File: src/rtl/mf_pkg.sv
`timescale 1ns / 1ps
// ----------------------------------------------------------------------------
// mf_pkg: shared types and constants of the 3x3 median filter
// Register map, fixed field widths and the median-of-nine exchange network.
// ----------------------------------------------------------------------------
package mf_pkg;

	// configuration register widths
	localparam int FW_BITS       = 10;
	localparam int FH_BITS       = 13;
	localparam int BV_BITS       = 8;
	localparam int CFG_DATA_BITS = 13;
	localparam int CFG_IDX_BITS  = 2;

	// frame height limit and row counter width (room above the limit)
	localparam int MAX_HEIGHT = 4096;
	localparam int ROW_BITS   = 14;

	// register reset values
	localparam logic [FW_BITS-1:0] FW_RESET = FW_BITS'(512);
	localparam logic [FH_BITS-1:0] FH_RESET = FH_BITS'(512);
	localparam logic [BV_BITS-1:0] BV_RESET = BV_BITS'(128);

	typedef enum logic [CFG_IDX_BITS-1:0] {
		REG_FRAME_WIDTH  = 2'd0,
		REG_FRAME_HEIGHT = 2'd1,
		REG_BORDER_VALUE = 2'd2
	} mf_reg_t;

	// per-item control travelling beside the data through the median pipe
	typedef struct packed {
		logic valid;
		logic last;
	} mf_ctl_t;

	// exchange network: after both halves the median sits in MED_CENTRE
	localparam int MED_LO_N = 9;
	localparam int MED_HI_N = 10;
	localparam logic [3:0] MED_CENTRE = 4'd4;

	// first half: sort each row of three
	localparam logic [3:0] MED_LO_A [MED_LO_N] = '{4'd1, 4'd4, 4'd7, 4'd0, 4'd3, 4'd6,
		4'd1, 4'd4, 4'd7};
	localparam logic [3:0] MED_LO_B [MED_LO_N] = '{4'd2, 4'd5, 4'd8, 4'd1, 4'd4, 4'd7,
		4'd2, 4'd5, 4'd8};

	// second half: column max/min/median, then the final three
	localparam logic [3:0] MED_HI_A [MED_HI_N] = '{4'd0, 4'd5, 4'd4, 4'd3, 4'd1, 4'd2,
		4'd4, 4'd4, 4'd6, 4'd4};
	localparam logic [3:0] MED_HI_B [MED_HI_N] = '{4'd3, 4'd8, 4'd7, 4'd6, 4'd4, 4'd5,
		4'd7, 4'd2, 4'd4, 4'd2};

endpackage

File: src/rtl/mf_median9.sv
`timescale 1ns / 1ps
// ----------------------------------------------------------------------------
// mf_median9: two-stage median-of-nine exchange network
// First half sorts the rows, second half picks the median; result registered.
// ----------------------------------------------------------------------------
module mf_median9 import mf_pkg::*; #(
	parameter int PIXEL_BITS = 8
) (
	input  logic                  clk,
	input  logic                  arst_n,
	input  logic                  en,
	input  mf_ctl_t               in_ctl,
	input  logic [PIXEL_BITS-1:0] nb [9],
	output mf_ctl_t               out_ctl,
	output logic [PIXEL_BITS-1:0] median
);
	logic [PIXEL_BITS-1:0] lo_v  [9];
	logic [PIXEL_BITS-1:0] hi_v  [9];
	logic [PIXEL_BITS-1:0] v_s2  [9];
	mf_ctl_t               ctl_s2;
	mf_ctl_t               ctl_q;
	logic [PIXEL_BITS-1:0] med_q;

	always_comb begin
		logic [PIXEL_BITS-1:0] t;
		t    = '0;
		lo_v = nb;
		for (int i = 0; i < MED_LO_N; i++) begin
			if (lo_v[MED_LO_A[i]] > lo_v[MED_LO_B[i]]) begin
				t                 = lo_v[MED_LO_A[i]];
				lo_v[MED_LO_A[i]] = lo_v[MED_LO_B[i]];
				lo_v[MED_LO_B[i]] = t;
			end
		end
	end

	always_ff @(posedge clk or negedge arst_n) begin
		if (!arst_n) begin
			ctl_s2 <= '0;
		end else if (en) begin
			ctl_s2 <= in_ctl;
		end
	end

	always_ff @(posedge clk) begin
		if (en && in_ctl.valid) begin
			v_s2 <= lo_v;
		end
	end

	always_comb begin
		logic [PIXEL_BITS-1:0] t;
		t    = '0;
		hi_v = v_s2;
		for (int i = 0; i < MED_HI_N; i++) begin
			if (hi_v[MED_HI_A[i]] > hi_v[MED_HI_B[i]]) begin
				t                 = hi_v[MED_HI_A[i]];
				hi_v[MED_HI_A[i]] = hi_v[MED_HI_B[i]];
				hi_v[MED_HI_B[i]] = t;
			end
		end
	end

	always_ff @(posedge clk or negedge arst_n) begin
		if (!arst_n) begin
			ctl_q <= '0;
		end else if (en) begin
			ctl_q <= ctl_s2;
		end
	end

	always_ff @(posedge clk) begin
		if (en && ctl_s2.valid) begin
			med_q <= hi_v[MED_CENTRE];
		end
	end

	assign out_ctl = ctl_q;
	assign median  = med_q;
endmodule

File: config.mk
export PLATFORM = sky130hd
export DESIGN_NAME = mf_median9
export DESIGN_NICKNAME = d
export VERILOG_FILES = /design/src/rtl/mf_pkg.sv /design/src/rtl/mf_median9.sv
export SDC_FILE = /design/constraint.sdc
export NUM_CORES = 1
export LEC_CHECK = 0
export ABC_AREA = 1
export ABC_CLOCK_PERIOD_IN_PS = 11000
export CAP_MARGIN = 20
export CORE_MARGIN = 2
export CORE_UTILIZATION = 66
export DETAILED_ROUTE_END_ITERATION = 16
export DONT_BUFFER_PORTS = 1
export GPL_TIMING_DRIVEN = 0
export PLACE_DENSITY = 0.79
export SLEW_MARGIN = 5
export SYNTH_ARGS = -nofsm -noshare
export SYNTH_HDL_FRONTEND = slang
export SYNTH_SLANG_ARGS = --single-unit
File: constraint.sdc
create_clock -name clk -period 11 [get_ports clk]
set_clock_uncertainty 0.1 [all_clocks]
set_input_delay 0.55 -clock clk [delete_from_list [all_inputs] [get_ports clk]]
set_output_delay 0.55 -clock clk [all_outputs]
set_load 0.01 [all_outputs]
Word level (Yosys, flattened, before mapping)
Cells that the tools add are included.

$lt $le $gt $ge: 19. Muxes and demuxes: 21. Reductions and logical operators: 2.

Operator list (count): $gt A8 B8 Y1 (19); $mux W16 (9); $mux W8 (12); $logic_and A1 B1 Y1 (2).

Bits in registers: 84. Bits of input ports: 77. Output and inout port bits: 10.

Longest topological paths before layout
Gate-level depths: netlist (run 1).

Depth in word-level cells: 12. Gate-level depth with buffers: 68. Depth with buffers taken out: 64.

Worst setup path before layout (run 1)
Ideal clock, no wire load.

Path kind: register to register. Start point: reg v_s2[39] (netlist bit). End point: reg med_q[6] (netlist: median[6]) (data pin). Library setup time: 253 ps. Arrival time: 7853 ps. Data required time: 10647 ps. Slack: 2794 ps. Cell stages (with the launch flop): 52. Cells stage by stage: edfxtp_1 -> ha_1 -> a21o_1 -> nor2_1 -> nand2_2 -> nand2_2 -> clkbuf_1 -> nand2_1 -> o21ai_0 -> inv_1 -> ha_1 -> a21oi_1 -> nor2_1 -> a211oi_1 -> nand2_2 -> nand2_4 -> buf_6 -> nor2_1 -> [... 16 more ...] -> o21ai_1 -> ha_1 -> a21oi_1 -> nor2_1 -> a211oi_1 -> nand2_4 -> nand2_8 -> nand2_2 -> and2_1 -> ha_1 -> a21oi_1 -> nor2_1 -> a211oi_1 -> o221ai_1 -> o31ai_1 -> buf_2 -> or2_1 -> nand2_1.

RTL lines: start: declaration (RTL line mf_median9.sv:19) `logic [PIXEL_BITS-1:0] v_s2 [9];`; start signal: assignment (RTL line mf_median9.sv:47) `v_s2 <= lo_v;`; end signal: assignment (RTL line mf_median9.sv:74) `med_q <= hi_v[MED_CENTRE];`; end: declaration (RTL line mf_median9.sv:22) `logic [PIXEL_BITS-1:0] med_q;`.

==> summary by stage, run 1 <==
Synthesis
Summed over all instances, the cell type with the most area after synthesis is edfxtp_1. For this run, the register share of the synthesized area comes to 0.289. The top cell type's share of synthesized area is 0.277.

During synthesis, Yosys emitted a total of 0 warnings. The synthesized netlist contains 41 unique library cells. Of the total synthesized cell area, the portion taken by full adders, half adders and majority gates is 0.217.

After synthesis, the largest family of logic cells by area is adder cells. By area the synthesized netlist is led by edfxtp_1 (28%), ha_1 (22%), nand2_1 (12%), o21ai_0 (9.7%), a21oi_1 (5.8%). For this run, the leading register cell type out of synthesis is edfxtp_1.

The synthesized design contains 80 enable-type register cells. The instance count of the mapped netlist is 1164. Synthesis inferred 84 register bits.

The synthesized area divided by synthesized cell count is 7.44 um^2. The complex-gate fraction of the synthesized area is 0.209. After synthesis, the most frequently instantiated cells are nand2_1 (275), o21ai_0 (168), ha_1 (150), inv_1 (131), a21oi_1 (100). The most used standard cell by instance count after synthesis is nand2_1. The total nets after synthesis is 1391.

After synthesis, the share of cell area in mux cells is 0. The mapped netlist covers between 8000 and 9000 um^2. The xor-xnor portion of the synthesized cell area is 0. The async set or reset register ratio after synthesis is 0.0476. Of the total synthesized cell area, the portion taken by AND, OR, NAND and NOR gates is 0.212.

Routing
The total iterations of the first detailed-routing run is 5. The first-iteration detailed-routing DRC count is 685. The post-detailed-routing wire length is 20900 um.

Summing over every cut layer, the via total after detailed routing is 7879. Using the TritonRoute via totals, the vias-per-cell ratio works out to 5.82. The mean routed wirelength per cell is 15.5 um.

The remaining antenna violation count after routing is 0. The residual DRC count is 0.

Clocking
The TritonCTS clock tree is yes. In this run the clock root is driven by a clkbuf_16. After clock tree synthesis, the clock-pin slew on the worst setup and hold paths is about 0.07 ns. The maximum root-to-sink buffer count is 2. Gates resized during post-CTS repair numbered 0. CTS built an H-tree with a depth of 3.

Buffers inserted during clock tree synthesis total 9. The clock net in this run drives a total of 84 sinks. The later pin in the worst-skew pair is clocked with a latency of about 0.35 ns.

Layout
The number of inserted filler cells in the final layout is 1051. Summing all flip-flop and latch instances after layout gives 2500 um^2. The area added between synthesis and finish is 6.08%. The number of antenna diodes is 0.

The multi-input gate area in the final layout is 5530 um^2. The net count of the finished layout is around 1400. The layout cell share with drive strength beyond 1 is 0.0525.

Floorplanning
The die covers 14100 um^2. The standard cell core area is 12700 um^2. The die is 119 um tall. In this run the horizontal extent of the chip is 119 um. The standard-cell row count is 41. During I/O placement, the number of pins put on the boundary was 87. The effective utilization at floorplan is 0.681.

Critical path
The setup check on the worst reg-to-reg path leaves a slack of 1.39 ns. The worst path buffer plus inverter count is 9. The worst flop-to-flop path startpoint is v_s2[9]. In this design, the stage delay of the slowest critical-path cell is around 0.61 ns. The critical path crosses 53 cells after its start point.

The worst endpoint required time is 11.01 ns. Counting cells, the worst reg-to-reg path comes to 53. Among all stages on the critical path, the largest delay is contributed by o31ai_1. The most critical setup path has its endpoint at median[0]. The largest fanout on the critical path is 10. Among the stages of the critical path, the cell type that occurs most often is nand2_1.

STA classifies the critical path endpoint as a register. STA puts the critical path data arrival time at 9.62 ns. Among cell families on the critical path, the largest total delay comes from compound AO/OA/AOI/OAI gates. The capture instance of the worst register-to-register path is median[0].

The type of the worst setup path is register to register. The launching instance or port of the critical path is v_s2[9]. The critical path startpoint category is a register.

STA
The count of pins over their slew limit is 0. Setup violations remaining at the end of the flow were counted as 0. The final-layout setup total negative slack is 0 ns. At the pin with the least slew margin, the transition time is between 0.8 and 0.9 ns. Setup repair after global routing left no endpoint under its margin.

The final critical path time including I/O delays and setup is just under 10 ns. Based on the critical path, the design can be clocked at up to approximately 100 MHz. Measured against its own limit, the worst slew margin works out to 0.432. The number of hold violations in the final report is 0.

The period utilization is 0.874.

Placement
The placed wire-length estimate is 17400 um. The routability-driven placement congestion ratio is 0.957. In this run the tool buffered the top-level ports with 0 buffer cells.

Min path
The worst hold path belongs to the class primary input to register. The startpoint identified for the worst hold timing path is en.

Global route
For this run, the total global-route usage over all layers was measured as 0.307. The initial antenna violation count is 0. The number of global-route vias before repair is 7400. The maximum number of pins on one net before global-route repair is 73.

After global routing the overflow that remains totals 0. The first global-routing pass estimated 34700 um of wire.

Flow run
The number of violations of the max-capacitance limit is 0.

Run status
The run finished with clean final reports.
[worst register-to-register path: cells and delay by family (launching register included)]
kind	cells	cell delay (ns)
AOI/OAI and AO/OA	14	3.03
adders and majority gates	6	1.79
buffers and inverters	9	2.06
DFF	1	0.40
and+or+nand+nor	24	1.97
[worst min-delay path by stage]
stage | to | slack (ns) | depth (start not counted)
2_1_floorplan | ctl_s2[0] | 0.15 | 0
3_3_place_gp | ctl_s2[0] | 0.15 | 0
3_5_place_dp | ctl_s2[0] | 0.15 | 0
4_1_cts | out_ctl[0] | 0.19 | 1
5_1_grt | out_ctl[0] | 0.19 | 1
6_report | out_ctl[0] | 0.19 | 1
[flip-flops by register name (all words and copies together), names as in the netlist]
register	flops
out_ctl	2
median	8
ctl_s2	2
v_s2	72
[cells by family after synthesis]
kind of cell | Yosys count
AND/OR/NAND/NOR | 433
AO/OA/AOI/OAI | 330
buffers and inverters | 167
adder cells (fa/ha/maj) | 150
flip-flops | 84
[cells in the final DEF, fill, tap and decap left out, types with 5 or more instances in the layout]
| cell type | count |
|---|---|
| a211oi_1 | 6 |
| a21oi_1 | 100 |
| a21oi_2 | 5 |
| a221oi_1 | 5 |
| and2_1 | 8 |
| clkbuf_1 | 29 |
| clkbuf_16 | 9 |
| edfxtp_1 | 80 |
| ha_1 | 150 |
| inv_1 | 130 |
| nand2_1 | 275 |
| nand2_2 | 17 |
| nand3_1 | 33 |
| nand4_1 | 6 |
| nor2_1 | 77 |
| o211ai_1 | 11 |
| o21a_1 | 6 |
| o21ai_0 | 168 |
| o21ai_1 | 9 |
| o21ai_2 | 7 |
[routing by layer]
layer	GRT usage	vias up	wire length (um)
met5	0	-	0
met4	0.115	0	537
met3	0.0391	35	1080
met2	0.524	245	9880
met1	0.398	3563	9450
li1	-	4036	-
[final cells by class]
| type | instances | share of cell area |
|---|---|---|
| clock buffers | 9 | 0.0245 |
| well taps | 172 | 0.0234 |
| plain buffers | 33 | 0.0144 |
| repair buffers | 1 | 0.00109 |
| clock inverters | 7 | 0.00803 |
| multi-input cells | 913 | 0.601 |
| flip-flops and latches | 84 | 0.272 |
| inverters | 134 | 0.0550 |
[stage by stage]
stage | cell area [um^2] | hold WS [ns] | instances | utilization | setup slack, ns
6_report | 9190 | 0.188 | 1353 | 0.722 | 1.39
5_1_grt | 9190 | 0.187 | 1353 | 0.722 | 0.258
4_1_cts | 9190 | 0.187 | 1353 | 0.722 | 1.44
3_5_place_dp | 8880 | 0.154 | 1336 | 0.698 | 1.49
3_3_place_gp | 8880 | 0.155 | 1336 | 0.698 | 1.61
2_1_floorplan | 8660 | 0.154 | 1164 | - | 2.79
[what timing repair did]
item                                    CTS  global route
hold buffers                              1             0
buffers inserted                          0             0
endpoints found under the hold margin     4             0
endpoints found under the setup margin    0             0
Power of run 1 is not shown: default switching activity piles up to over one toggle a cycle in this logic, so the estimate is an artifact.
==> run 2: changes to the inputs <==
CORE_UTILIZATION = 45   (was 66)
PLACE_DENSITY = 0.57   (was 0.79)
==> summary by stage, run 2 (synthesis gave the netlist of run 1 again) <==
Routing
The post-detailed-routing wire length is 22100 um (+5.5%). The remaining antenna violation count after routing was 0 (unchanged). The detailed-route via count is 7670 (-2.7%). The total iterations of the first detailed-routing run is 6 (+1). The detail-routed via count per cell was 5.42 (-6.9%).

The residual DRC count came to 0 (unchanged). The mean routed wirelength per cell came to 15.6 um (+0.86%). The first-iteration detailed-routing DRC count is 487 (-29%).

Global route
The global-route wire length before repair is 36300 um (+4.8%). The maximum number of pins on one net before global-route repair is 73 (unchanged). The number of global-route vias before repair is 7369 (-0.42%).

The initial antenna violation count is 0 (unchanged). The remaining global-route overflow is 0 (unchanged). The total global routing track utilization is 0.229 (-0.0786).

Layout
The library cells used most frequently in the layout, excluding fill and tap cells, are nand2_1 (275), o21ai_0 (168), ha_1 (150), inv_1 (130), a21oi_1 (100). The area used by sequential logic in the layout is 2500 um^2 (unchanged). The most common cell after layout, fill and taps aside is nand2_1. The design area was 9260 um^2 (+0.79%). The flip-flop count of the largest register after layout is 72 (unchanged).

The layout cell share with drive strength beyond 1 is 0.0508 (-0.00169). The multi-input gate area in the final layout is 5530 um^2 (unchanged). The number of nets at the end of the flow is 1403 (unchanged). The most flop-heavy register is v_s2. The number of antenna diodes is 0 (unchanged). The area added between synthesis and finish is 6.92%. The number of inserted filler cells in the final layout is 1916 (+82%).

Min path
The startpoint identified for the worst hold timing path is en. The worst hold path belongs to the class primary input to register.

STA
The final-layout setup total negative slack is 0 ns (unchanged). The count of pins over their slew limit was 0 (unchanged). The transition time at the pin with the least slew margin was 0.888 ns (+0.0361 ns).

The number of hold violations in the final report is 0 (unchanged). The period utilization is 0.869 (-0.00494). The relative max-transition margin was 0.408 (-0.0241).

The highest achievable clock rate was 105 MHz (+0.57%). The setup violation total in the final timing report is 0 (unchanged). The final critical path time including I/O delays and setup is 9.56 ns (-0.0543 ns). Setup repair after global routing left no endpoint under its margin.

Clocking
The TritonCTS clock tree is yes. The clock latency at the later pin of the worst-skew pair is 0.35 ns (about the same). The clock transition at the registers of the reported paths came to 0.07 ns (about the same).

The maximum root-to-sink buffer count is 2 (unchanged). The H-tree level count is 3 (unchanged). The number of hold buffers added after CTS is 1 (unchanged). The number of buffers inserted during clock tree synthesis is 9 (unchanged). The cell at the root of the clock tree is clkbuf_16. The buffers inserted during post-CTS setup optimization is 0 (unchanged).

The clock sink count came to 84 (unchanged). The total of cells resized after clock tree synthesis is 0 (unchanged).

Critical path
STA classifies the critical path startpoint as a register. The worst setup path is captured at a register. The type of the worst setup path is register to register. The arrival time of the worst setup path is 9.57 ns (-0.05 ns). The worst flop-to-flop path startpoint is v_s2[39]. The worst endpoint required time is 11.01 ns (about the same).

The largest fanout on the critical path is 10 (unchanged). The delay of the slowest cell on the worst path was 0.45 ns (-0.16 ns). The launching instance or port of the critical path is v_s2[39]. The master of the slowest instance on the critical path is edfxtp_1.

Floorplanning
The standard-cell row count is 50 (+22%). The number of placed I/O pins came to 87 (unchanged). The horizontal extent of the die came to 143 um (+20%).

The standard cell core area is 18800 um^2 (+48%). The area of the die was 20400 um^2 (+45%). The effective utilization at floorplan came to 0.462 (-0.219). The y dimension of the die is 143 um (+20%).

Run status
The flow ran to the end, and the final reports show no timing, DRC or antenna violations.

Flow run
The number of violations of the max-capacitance limit is 0 (unchanged).

Placement
The routability-driven placement congestion ratio is 0.897 (-6.3%). The cell area reported after detailed placement came to 8960 um^2 (+0.87%). The number of buffers added on ports was 0 (unchanged). The placed wire-length estimate is 18700 um (+7.5%).
==> run 2: worst max-delay path, delay by kind of cell, from the launching register on <==
kind                       cells  cell delay, ns
and+or+nand+nor               20            2.08
buffers and inverters          8            1.99
adders and majority gates      6            1.82
DFF                            1            0.45
AOI/OAI and AO/OA             16            2.86
==> run 2: path summary, 6_finish.rpt <==
path                         endpoint  slack (ns)  cells past startpoint
min                        out_ctl[0]        0.18                      1
min in group asynchronous  out_ctl[1]        0.38                      1
max                         median[0]        1.44                     50
max reg2reg                 median[0]        1.44                     50
min reg2reg                out_ctl[1]        0.41                      2
max in group asynchronous   ctl_s2[1]       10.23                      1
==> run 2: cell type report <==
class	count	share of cell area
Buffer	33	0.0143
Inverter	134	0.0546
Sequential cell	84	0.270
Multi-Input combinational cell	913	0.597
Clock inverter	5	0.00662
Clock buffer	11	0.0251
Timing Repair Buffer	1	0.00108
Tap cell	234	0.0316
==> run 2: routing by layer <==
layer | vias to the layer above | wire length [um] | track usage
li1 | 4031 | - | -
met1 | 3466 | 10600 | 0.304
met3 | 20 | 970 | 0.0396
met4 | 0 | 298 | 0.0584
met5 | - | 0 | 0
met2 | 153 | 10200 | 0.386
==> run 2: stage by stage <==
stage	setup slack, ns	std cells	hold slack, ns	util
2_1_floorplan	2.79	1164	0.154	-
3_3_place_gp	1.50	1398	0.154	0.477
3_5_place_dp	1.50	1398	0.154	0.477
4_1_cts	1.46	1415	0.172	0.494
5_1_grt	0.378	1415	0.178	0.494
6_report	1.44	1415	0.184	0.494
Power of run 2 is left out for the same reason.
==> run 3: changes to the inputs <==
ABC_AREA = default   (was 1)
CORE_ASPECT_RATIO = 1.5   (was default)
PLACE_DENSITY = default   (was 0.57)
PLACE_DENSITY_LB_ADDON = 0.05   (was default)
==> summary by stage, run 3 <==
Run status
The flow ran to the end, and the final reports show no timing, DRC or antenna violations.

Critical path
The type of the worst setup path is register to register. The largest fanout on the critical path is 10 (unchanged). The element type at the critical path end is a register. The delay of the slowest cell on the worst path is 0.45 ns (about the same). The worst path buffer plus inverter count is 21 (+13). The cell that appears most often on the critical path is buf_4.

The arrival time of the worst setup path came to 10.85 ns (+1.28 ns). The critical path startpoint category is a register. The kind of cell with the highest combined delay on the critical path is compound AO/OA/AOI/OAI gates. The worst endpoint required time is 11.12 ns (+0.11 ns). The master of the slowest instance on the critical path is edfxtp_1.

STA
The final critical path time including I/O delays and setup is 10.73 ns (+1.17 ns). The highest achievable clock rate is 93.2 MHz (-11%). The number of hold violations in the final report is 0 (unchanged). The relative max-transition margin is 0.412 (+0.00430).

The count of pins over their slew limit is 0 (unchanged). The transition time at the pin with the least slew margin is 0.876 ns (-0.0123 ns). The period utilization is 0.975 (+0.106). The setup violation total in the final timing report is 0 (unchanged).

Global route
The global-route wire length before repair is 37200 um (+2.5%). The initial antenna violation count was 0 (unchanged). The maximum number of pins on one net before global-route repair came to 63 (-14%). The total global routing track utilization is 0.227 (-0.00191). The number of global-route vias before repair is 7338 (-0.42%).

The remaining global-route overflow is 0 (unchanged).

Clocking
The maximum root-to-sink buffer count is 2 (unchanged). The clock latency at the later pin of the worst-skew pair is 0.35 ns (about the same). The number of buffers inserted during clock tree synthesis is 9 (unchanged). TritonCTS built the clock tree. The cell at the root of the clock tree is clkbuf_16.

The clock sink count was 84 (unchanged). The clock transition at the registers of the reported paths is 0.07 ns (about the same). The H-tree level count is 3 (unchanged).

Synthesis
The number of distinct library cells after synthesis is 59 (+44%). The biggest area contributor in the post-synthesis netlist is edfxtp_1. The summed instance area of the synthesized netlist came to 9150 um^2 (+5.6%). The async set or reset register ratio after synthesis came to 0.0476 (unchanged). The top cell type's share of synthesized area is 0.263 (-0.0147).

The instance count of the mapped netlist came to 1017 (-13%). The dominant register cell in the synthesized netlist is edfxtp_1. The register area share after synthesis came to 0.274 (-0.0153). The number of synthesis warnings is 0 (unchanged). The synthesized area divided by synthesized cell count is 8.99 um^2 (+21%). The number of enable-type register cells in the synthesized netlist is 80 (unchanged). The multiplexer fraction of the synthesized cell area is 0.162 (+0.162). The synthesis-stage register bit count is 84 (unchanged). The dominant combinational cell family by area after synthesis is adder cells.

The post-synthesis share of cell area spent on and, or, nand and nor gates came to 0.124 (-0.0885). By count the netlist is led by ha_1 (150), inv_1 (129), mux2i_1 (112), edfxtp_1 (80), o21ai_0 (76). The most used standard cell by instance count after synthesis is ha_1. The total nets after synthesis is 1244 (-11%). The adder-cell area share of the yosys netlist is 0.205 (-0.0115). The xor-xnor portion of the synthesized cell area is 0.000957 (+0.000957).

Yosys attributes the largest share of cell area to edfxtp_1 (26%), ha_1 (21%), mux2i_1 (12%), inv_1 (5.3%), o21ai_0 (4.2%). The complex-gate fraction of the synthesized area was 0.167 (-0.0417).

Floorplanning
The horizontal extent of the die is 120 um (-16%). The y dimension of the die came to 179 um (+25%). The standard cell core area is 19900 um^2 (+5.8%).

The standard-cell row count is 63 (+26%). The effective utilization at floorplan came to 0.461 (-0.00109). The area of the die is 21500 um^2 (+5.5%). The number of placed I/O pins came to 87 (unchanged).

Routing
The detail-routed via count per cell came to 5.56 (+2.5%). The post-detailed-routing wire length is 24400 um (+10%). The first-iteration detailed-routing DRC count is 273 (-44%).

The remaining antenna violation count after routing is 0 (unchanged). The residual DRC count is 0 (unchanged). The mean routed wirelength per cell is 18.2 um (+16%). The total iterations of the first detailed-routing run was 4 (-2).

The detailed-route via count is 7450 (-2.9%).

Placement
The routability-driven placement congestion ratio came to 0.910 (+1.5%). The cell area reported after detailed placement is 9500 um^2 (+6.1%). The placed wire-length estimate came to 20200 um (+7.8%). The number of buffers added on ports came to 0 (unchanged).

The post-placement cell count was 1278 (-8.6%).

Layout
The number of antenna diodes is 0 (unchanged). The area added between synthesis and finish is 15.7%. The flip-flop count of the largest register after layout came to 72 (unchanged). The design area is 10600 um^2 (+14%).

The most common cell after layout, fill and taps aside is ha_1. Leaving out fill and tap cells, the most frequent cells in the layout are ha_1 (144), inv_1 (129), mux2i_1 (104), edfxtp_1 (80), o21ai_0 (72). The final standard cell count with taps included and fillers excluded is 1341 (-5.2%). The number of nets at the end of the flow is 1303 (-7.1%). v_s2 holds more flip-flops than any other register. The layout cell share with drive strength beyond 1 is 0.146 (+0.0954).

Min path
The class of the most critical hold timing path is primary input to register.

Flow run
The number of violations of the max-capacitance limit is 0 (unchanged).
run 3: cell types whose count changed after synthesis, sizes merged, moves of 11 or more:
cell    change
nand2     -226
o21ai      -97
mux2i     +112
a21o       +32
nand2b     +14
a21oi      -31
nor2       -29
and3       +11
mux2       +31
nor2b      +17
run 3: stage by stage:
step	worst slack [ns]	util	hold WS, ns	TNS [ns]
after global placement	-2.04	0.477	0.154	-15.36
after global routing	-0.0603	0.533	0.248	-0.0603
after detailed placement	-2.03	0.478	0.155	-15.45
after floorplan	0.155	-	0.154	0
after CTS	0.0000551	0.515	0.239	0
final	0.272	0.533	0.254	0
run 3: per-layer routing:
layer / track usage / wire, um / up-vias
met4: 0.113 / 1110 / 0
met1: 0.241 / 9570 / 3467
met3: 0.0285 / 566 / 45
met2: 0.434 / 13100 / 118
li1: - / - / 3820
met5: 0 / 0 / -
run 3: final cells by class:
type	instances	area [um^2]
Multi-Input combinational cell	771	6410
Buffer	31	171
Fill cell	1895	9280
Inverter	129	484
Clock inverter	7	55.1
Sequential cell	84	2500
Clock buffer	9	225
Tap cell	260	325
Timing Repair Buffer	50	410
run 3: worst paths after layout:
check / start / endpoint / slack [ns] / cells after the start
max in group asynchronous: arst_n / ctl_s2[0] / 10.27 / 1
worst min register to register: ctl_s2[0] / out_ctl[0] / 0.40 / 1
worst max-delay path: v_s2[36] / median[1] / 0.27 / 61
worst max register to register: v_s2[36] / median[1] / 0.27 / 61
worst min-delay path: in_ctl[1] / ctl_s2[1] / 0.25 / 1
min in group asynchronous: arst_n / ctl_s2[1] / 0.37 / 1
run 3: worst register-to-register path: cells and delay by family (launching register included):
family / cells / cell delay (ns)
adders and majority gates: 5 / 1.33
and+or+nand+nor: 10 / 1.92
AOI/OAI and AO/OA: 23 / 3.56
buffers and inverters: 21 / 2.75
muxes: 2 / 0.51
DFF: 1 / 0.45
run 3: cell families (layout without fill, tap and decap cells):
kind of cell | Yosys count | in the layout
simple gates | 230 | 230
mux | 143 | 143
flops | 84 | 84
buf+inv | 162 | 226
compound gates | 247 | 247
fa+ha+maj | 150 | 150
xor+xnor | 1 | 1
run 3: what timing repair did:
action / in CTS / in global routing
hold buffers: 1 / 0
resized for setup: 44 / 40
endpoints found under the hold margin: 4 / 0
endpoints found under the setup margin: 8 / 8
pin swaps: 8 / 27
setup buffers: 28 / 20
Power of run 3 is left out for the same reason.
